===== src/sv/ucst_pkg.sv =====
`timescale 1ns / 1ps

package ucst_pkg;

   localparam int VALUE_W     = 32;
   localparam int COUNT_OUT_W = 7;

   typedef enum logic [1:0] {
      OP_ADD      = 2'd0,
      OP_CONTAINS = 2'd1,
      OP_REMOVE   = 2'd2,
      OP_CLEAR    = 2'd3
   } op_kind_type;

   typedef struct packed {
      logic active;
      logic found;
   } token_ctl_type;

endpackage


===== src/sv/ucst_cell.sv =====
`timescale 1ns / 1ps

module ucst_cell #(
   parameter int IDX   = 0,
   parameter int IDX_W = 6,
   parameter int CNT_W = 7
) (
   input  logic                          clock,
   input  logic                          reset,
   input  logic                          wr_en,
   input  logic [IDX_W-1:0]              wr_idx,
   input  logic [ucst_pkg::VALUE_W-1:0]  wr_data,
   input  logic [ucst_pkg::VALUE_W-1:0]  key,
   input  logic [CNT_W-1:0]              count,
   input  ucst_pkg::token_ctl_type       tok_ctl_i,
   input  logic [IDX_W-1:0]              tok_slot_i,
   input  logic [ucst_pkg::VALUE_W-1:0]  tok_data_i,
   output ucst_pkg::token_ctl_type       tok_ctl_o,
   output logic [IDX_W-1:0]              tok_slot_o,
   output logic [ucst_pkg::VALUE_W-1:0]  tok_data_o
);
   import ucst_pkg::*;

   logic [VALUE_W-1:0] entry_ff;
   token_ctl_type      tok_ctl_ff, tok_ctl_in;
   logic [IDX_W-1:0]   tok_slot_ff, tok_slot_in;
   logic [VALUE_W-1:0] tok_data_ff, tok_data_in;
   logic               in_bound;
   logic               is_last;
   logic               match;

   assign in_bound = CNT_W'(IDX) < count;
   assign is_last  = CNT_W'(IDX + 1) == count;
   assign match    = tok_ctl_i.active && !tok_ctl_i.found && in_bound && (entry_ff == key);

   always_comb begin
      tok_ctl_in.active = tok_ctl_i.active;
      tok_ctl_in.found  = tok_ctl_i.found | match;
      tok_slot_in       = match ? IDX_W'(IDX) : tok_slot_i;
      tok_data_in       = (tok_ctl_i.active && is_last) ? entry_ff : tok_data_i;
   end

   always_ff @(posedge clock) begin
      if (reset) begin
         tok_ctl_ff <= '0;
      end else begin
         tok_ctl_ff <= tok_ctl_in;
      end
   end

   always_ff @(posedge clock) begin
      tok_slot_ff <= tok_slot_in;
      tok_data_ff <= tok_data_in;
      if (wr_en && (wr_idx == IDX_W'(IDX))) begin
         entry_ff <= wr_data;
      end
   end

   assign tok_ctl_o  = tok_ctl_ff;
   assign tok_slot_o = tok_slot_ff;
   assign tok_data_o = tok_data_ff;

endmodule


===== config.mk =====
export PLATFORM = sky130hd
export DESIGN_NAME = ucst_cell
export DESIGN_NICKNAME = d
export VERILOG_FILES = /design/src/sv/ucst_pkg.sv /design/src/sv/ucst_cell.sv
export SDC_FILE = /design/constraint.sdc
export NUM_CORES = 1
export LEC_CHECK = 0
export BUFFER_PORTS_ARGS = -buffer_cell sky130_fd_sc_hd__buf_2
export CORE_MARGIN = 2
export CORE_UTILIZATION = 46
export CTS_CLUSTER_DIAMETER = 60
export DETAILED_ROUTE_END_ITERATION = 12
export PLACE_DENSITY_LB_ADDON = 0.1
export SKIP_CTS_REPAIR_TIMING = 1
export SLEW_MARGIN = 0
export SYNTH_ARGS = -nofsm -noshare
export SYNTH_HDL_FRONTEND = slang
export SYNTH_SLANG_ARGS = --single-unit

===== constraint.sdc =====
create_clock -name clock -period 12.09 [get_ports clock]
set_input_delay 1.8135 -clock clock [delete_from_list [all_inputs] [get_ports clock]]
set_output_delay 1.8135 -clock clock [all_outputs]
set_load 0.03 [all_outputs]

==> results of run 1 <==
## sequential cells by signal, indices dropped and copies added, names as in the netlist
signal,count
tok_slot_o,6
tok_data_o,32
tok_ctl_o,2
entry_ff,32
## area by class of cell
cell class	instances	share of cell area
Inverter	2	0.001948
Clock inverter	4	0.01851
Multi-Input combinational cell	89	0.2419
Clock buffer	12	0.04578
Timing Repair Buffer	161	0.2104
Sequential cell	72	0.4571
Tap cell	75	0.02435
## kinds of logic after synthesis
group | count (synthesis)
AO/OA/AOI/OAI | 2
XOR/XNOR | 32
flip-flops | 72
multiplexers | 32
AND/OR/NAND/NOR | 23
buffers and inverters | 5
## placed cells by master, fill, tap and decap left out
master     netlist  layout
bufinv_16        0       2
nor4_1           3       2
a21oi_1          1       1
nand4_1          7       7
dfxtp_1         40      40
xnor2_1         25      25
xor2_1           7       7
clkinv_2         0       1
clkbuf_16        0       1
and2_1           6       6
nor2_1           1       1
clkbuf_8         0      11
or4b_2           1       1
edfxtp_1        32      32
mux2_2           2       2
inv_1            2       2
nor4_2           1       2
inv_4            0       1
and4_1           1       1
nor3_1           1       1
nor2b_1          1       1
nand4_2          1       1
mux2_4          30      30
buf_2            0     159
buf_4            0       2
a311oi_1         1       1
## Yosys cell counts
master | count | share of area
dfxtp_1 | 40 | 0.29
edfxtp_1 | 32 | 0.35
mux2_4 | 30 | 0.17
xnor2_1 | 25 | 0.080
nand4_1 | 7 | 0.016
xor2_1 | 7 | 0.022
and2_1 | 6 | 0.014
buf_6 | 3 | 0.012
nor4_1 | 3 | 0.0069
inv_1 | 2 | 0.0028
mux2_2 | 2 | 0.0083
a21oi_1 | 1 | 0.0018
a311oi_1 | 1 | 0.0032
and4_1 | 1 | 0.0032
nand4_2 | 1 | 0.0046
nor2_1 | 1 | 0.0014
nor2b_1 | 1 | 0.0023
nor3_1 | 1 | 0.0018
nor4_2 | 1 | 0.0046
or4b_2 | 1 | 0.0037
## per-layer routing
metal,vias to the layer above,part of all wire
met5,-,0
met4,0,0.0086
met3,5,0.11
met2,92,0.51
met1,832,0.38
li1,933,-
## worst paths after layout
kind / depth (start not counted) / endpoint / startpoint
max: 5 / tok_data_o[26] / count[5]
min: 1 / tok_data_o[20] / entry_ff[20]
max reg2reg: 5 / tok_slot_o[1] / entry_ff[3]
min reg2reg: 1 / tok_data_o[20] / entry_ff[20]
## worst reg2reg max path, stage by stage, from the launching register on
cell      delay [ns]
edfxtp_1        0.42
xor2_1          0.18
nor4_1          0.35
and4_1          0.23
nand4_1         0.20
and2_1          0.24
## power by group through the flow
stage / Combinational (mW) / Sequential (mW) / Clock [mW]
final: 0.0581 / 0.264 / 0.227
after global routing: 0.0623 / 0.264 / 0.242
after CTS: 0.0586 / 0.264 / 0.232
after detailed placement: 0.0584 / 0.269 / 0
after global placement: 0.0579 / 0.269 / 0
after floorplan: 0.0148 / 0.284 / 0
==> impl_metrics.csv, run 1 <==
group,metric,value,unit
run_status,status,"finished, final reports clean",
finish,drive_above_1_share,0.6265,
die,row_count,28,
clocking,clock_path_buffers,2,
global_routing,busiest_layer,"met2",
worst_setup_path,path_cells,"buf_2, nor4_2, nand4_2, buf_4, mux2_4",
place,gp_congestion,0.7252,
global_routing,grt_overflow,0,
finish,fill_cells,481,
detailed_routing,drt-total-wl,5675,um
job,cap_violations,0,
die,die_h,81.02,um
clocking,clock_sinks,72,
sta,fin_crit,3.450,ns
die,boundaryPins,160,
power,ir_worst_vdd,0.09361,mV
yosys,syn_inst,166,
global_routing,grt_pass1_vias,1756,
worst_setup_path,path_class,"in -> reg",
yosys,synth_top_family_by_area,"multiplexers",
place,dp_worst_setup_slack,8.274,ns
yosys,yosysWarnings,0,
worst_setup_path,cp-end-kind,"flop",
worst_setup_path,regToRegSetupSlack,10.37,ns
sta,clock.fmax,0.2898,GHz
yosys,ys_seq_elements,72,
power,switching_power,117.0,uW
clocking,h-tree-depth,3,
finish,fin_util,0.6627,
worst_setup_path,critPathMaxFanout,20,
detailed_routing,viasPerCell,4.487,
yosys,synth_xor_area_frac,0.1027,
power,power_frac_comb,0.106,
sta,slew_viol_final,0,
yosys,synth.mux.area_fraction,0.1733,
finish,insertedDiodeCount,0,
power,p_int,431.4,uW
worst_setup_path,critical_path_arrival,3.66,ns
global_routing,grt_pass1_wl,8010,um
power,power_leakage,1.825,nW
detailed_routing,first_iter_violations,58,
detailed_routing,vias,1862,
worst_setup_path,slowest_stage,"nand4_2",
worst_setup_path,required,12.30,ns
global_routing,gr-usage-met1,0.1858,
detailed_routing,avgRoutedWirePerCell,13.67,um
yosys,synth_compound_area_frac,0.005044,
sta,rsz0062_at_grt,"false",
power,p_seq_frac,0.481,
finish,regArea,1762,um2
sta,finalHoldViolations,0,
finish,layout.nets,455,
sta,setup_viol,0,
detailed_routing,ant_nets,0,
yosys,synth_seq_area_share,0.6456,
worst_setup_path,cp-start-kind,"input port",
global_routing,antenna_found_initial,0,
place,dpl_cell_area,3606,um2
finish,finalNonFillerCells,415,
yosys,avgSynthCellArea,16.44,um2
sta,final.setup.tns,0,ns
detailed_routing,drt_pre_antenna_iters,4,
die,die_x,81.02,um
yosys,mappedNetlistArea,2729,um2
power,switching_share,0.2134,
yosys,syn-num-nets,286,
clocking,clk_pin_slew_worst_paths,0.08,ns
die,core,5816,um2
worst_setup_path,critPathTopFamily,"simple AND/OR/NAND/NOR gates",
global_routing,grt_usage,0.1685,
yosys,ys_types,20,
die,die_area,6564,um2
global_routing,use_met2,0.2860,
power,power_per_cell_area,142.3,nW/um2
sta,skew,0.01110,ns
min_path,hold_path.class,"reg -> reg",
sta,slew_headroom,0.5921,
clocking,cts_tree,"yes",
finish,final_area,3854,um2
sta,hold_slack,0.5223,ns
clocking,cts_made_buffers,9,
worst_setup_path,worst-path-buf-inv,2,
detailed_routing,drcViolationCount,0,
global_routing,grt_start_max_net_pins,33,
power,total_power,548.4,uW
clocking,clk-insertion-delay-late,0.33,ns
sta,period_share,0.2854,
sta,setup_ws,8.640,ns
place,dp_hpwl,4341,um
clocking,clockRootBuffer,"clkbuf_8",
die,start_util,0.4692,
place,port_buffers,159,
power,pwr-share-clk,0.414,
worst_setup_path,cpPeakStageDelay,0.55,ns
global_routing,use_met3,0.06000,
yosys,synthAdderAreaFrac,0,
place,place_inst,399,
finish,syn_to_final_growth,41.22,%
yosys,synth-simple-area-share,0.05823,
finish,multiInputGateArea,932.1,um2
sta,tightest_slew,0.6104,ns
(Power assumes the default switching activity.)
==> inputs of run 2 (changes only) <==
- CORE_UTILIZATION: 46 -> 43
- clock period: 12.09 -> 3.4 ns (I/O delays scaled with it)
==> run 2 against run 1 <==
Effect of this change: die area grew 6.6%; cell count grew 0.24%; final area shrank 1.8%; worst setup slack lost 7.1 ns; clock skew shrank 0.0015 ns; count of clock-buffer cells in the layout grew 2; utilization shrank 5.6 points; routed wire length shrank 2.9%; combinational power grew to 3.6 times the previous value; sequential power grew to 3.6 times the previous value; critical endpoint is now entry_ff[15].
==> impl_metrics.csv, run 2 (same netlist as run 1, synthesis figures left out) <==
group,metric,value,unit
worst_setup_path,path_cells,"buf_2, or4b_2, nor4_4, buf_4",
detailed_routing,viasPerCell,4.500,
power,switching_share,0.2235,
run_status,status,"finished, final reports clean",
clocking,clock_path_buffers,2,
finish,syn_to_final_growth,38.70,%
worst_setup_path,critPathMaxFanout,32,
global_routing,grt_usage,0.1574,
global_routing,antenna_found_initial,0,
detailed_routing,vias,1872,
worst_setup_path,slowest_stage,"or4b_2",
sta,final.setup.tns,0,ns
min_path,hold_path.class,"in -> reg",
clocking,cts_made_buffers,9,
die,die_area,7000,um2
global_routing,grt_pass1_wl,8362,um
worst_setup_path,worst-path-buf-inv,2,
detailed_routing,first_iter_violations,42,
detailed_routing,drt_pre_antenna_iters,4,
sta,clock.fmax,0.5296,GHz
global_routing,grt_overflow,0,
detailed_routing,ant_nets,0,
place,dp_hpwl,4225,um
clocking,h-tree-depth,3,
worst_setup_path,required,3.38,ns
worst_setup_path,critical_path_arrival,1.87,ns
finish,drive_above_1_share,0.6165,
global_routing,grt_pass1_vias,1872,
die,boundaryPins,160,
worst_setup_path,cp-end-kind,"flop",
clocking,cts_tree,"yes",
power,switching_power,385.2,uW
place,port_buffers,159,
place,dpl_cell_area,3617,um2
worst_setup_path,path_class,"in -> reg",
finish,final_common_cell,"buf_2",
power,p_seq_frac,0.545,
sta,tightest_slew,0.4650,ns
power,ir_worst_vdd,0.2671,mV
clocking,clock_sinks,72,
power,power_leakage,1.785,nW
sta,setup_viol,0,
clocking,clockRootBuffer,"clkbuf_8",
die,row_count,29,
power,pwr-share-clk,0.335,
clocking,clk-insertion-delay-late,0.33,ns
sta,slew_viol_final,0,
sta,finalHoldViolations,0,
power,p_int,1.338,mW
detailed_routing,drcViolationCount,0,
die,die_h,83.67,um
worst_setup_path,cp-start-kind,"input port",
sta,rsz0062_at_grt,"false",
die,die_x,83.67,um
sta,fin_crit,1.888,ns
sta,period_share,0.5553,
finish,layout.nets,455,
worst_setup_path,critPathTopFamily,"simple AND/OR/NAND/NOR gates",
worst_setup_path,cpPeakStageDelay,0.69,ns
sta,skew,0.009627,ns
finish,most-common-layout-cells,"buf_2 (159), dfxtp_1 (40), edfxtp_1 (32)",
power,power_frac_comb,0.120,
detailed_routing,avgRoutedWirePerCell,13.24,um
die,core,6241,um2
place,gp_congestion,0.7549,
finish,insertedDiodeCount,0,
clocking,clk_pin_slew_worst_paths,0.07,ns
sta,slew_headroom,0.6900,
finish,final_area,3785,um2
job,cap_violations,0,
detailed_routing,drt-total-wl,5509,um
global_routing,grt_start_max_net_pins,33,
power,power_per_cell_area,455.3,nW/um2
die,start_util,0.4372,
run 2: layout make-up:
cell class | instances | area, um2
fill | 542 | 2456
sequential | 72 | 1762
multi-input combinational | 89 | 940.9
timing repair buffer | 161 | 810.8
clock buffer | 14 | 162.7
tap | 77 | 96.34
inverter | 2 | 7.507
clock inverter | 1 | 5.005
run 2: per-stage QoR:
step,worst slack [ns],std cells,utilization,power (mW),hold WS (ns)
finish,1.512,416,0.6065,1.723,0.3469
global placement,1.162,401,0.5796,1.164,0.5071
detailed placement,1.153,401,0.5796,1.166,0.5130
CTS,1.460,416,0.6065,1.744,0.3336
global route,1.417,416,0.6065,1.803,0.3294
floorplan,0.7155,166,-,1.064,0.5000
run 2: final timing paths:
check             slack (ns)         from       endpoint  cells past startpoint
setup / recovery        1.51    wr_idx[2]   entry_ff[15]                      4
hold reg to reg         0.52  entry_ff[1]  tok_data_o[1]                      1
setup reg to reg        1.53  entry_ff[2]  tok_slot_o[3]                      5
hold / removal          0.35   wr_data[2]    entry_ff[2]                      1
run 2: routing by layer:
metal	global-route usage	vias to the layer above	share of wire
li1	-	933	-
met1	0.1751	835	0.40
met2	0.2596	93	0.49
met3	0.06429	11	0.093
met4	0.07918	0	0.017
met5	0	-	0
run 2: power groups by stage:
stage / sequential (mW) / clock [mW] / combinational (mW)
finish: 0.938 / 0.578 / 0.207
global route: 0.940 / 0.641 / 0.221
CTS: 0.939 / 0.596 / 0.209
detailed placement: 0.957 / 0 / 0.208
global placement: 0.957 / 0 / 0.207
floorplan: 1.01 / 0 / 0.0530
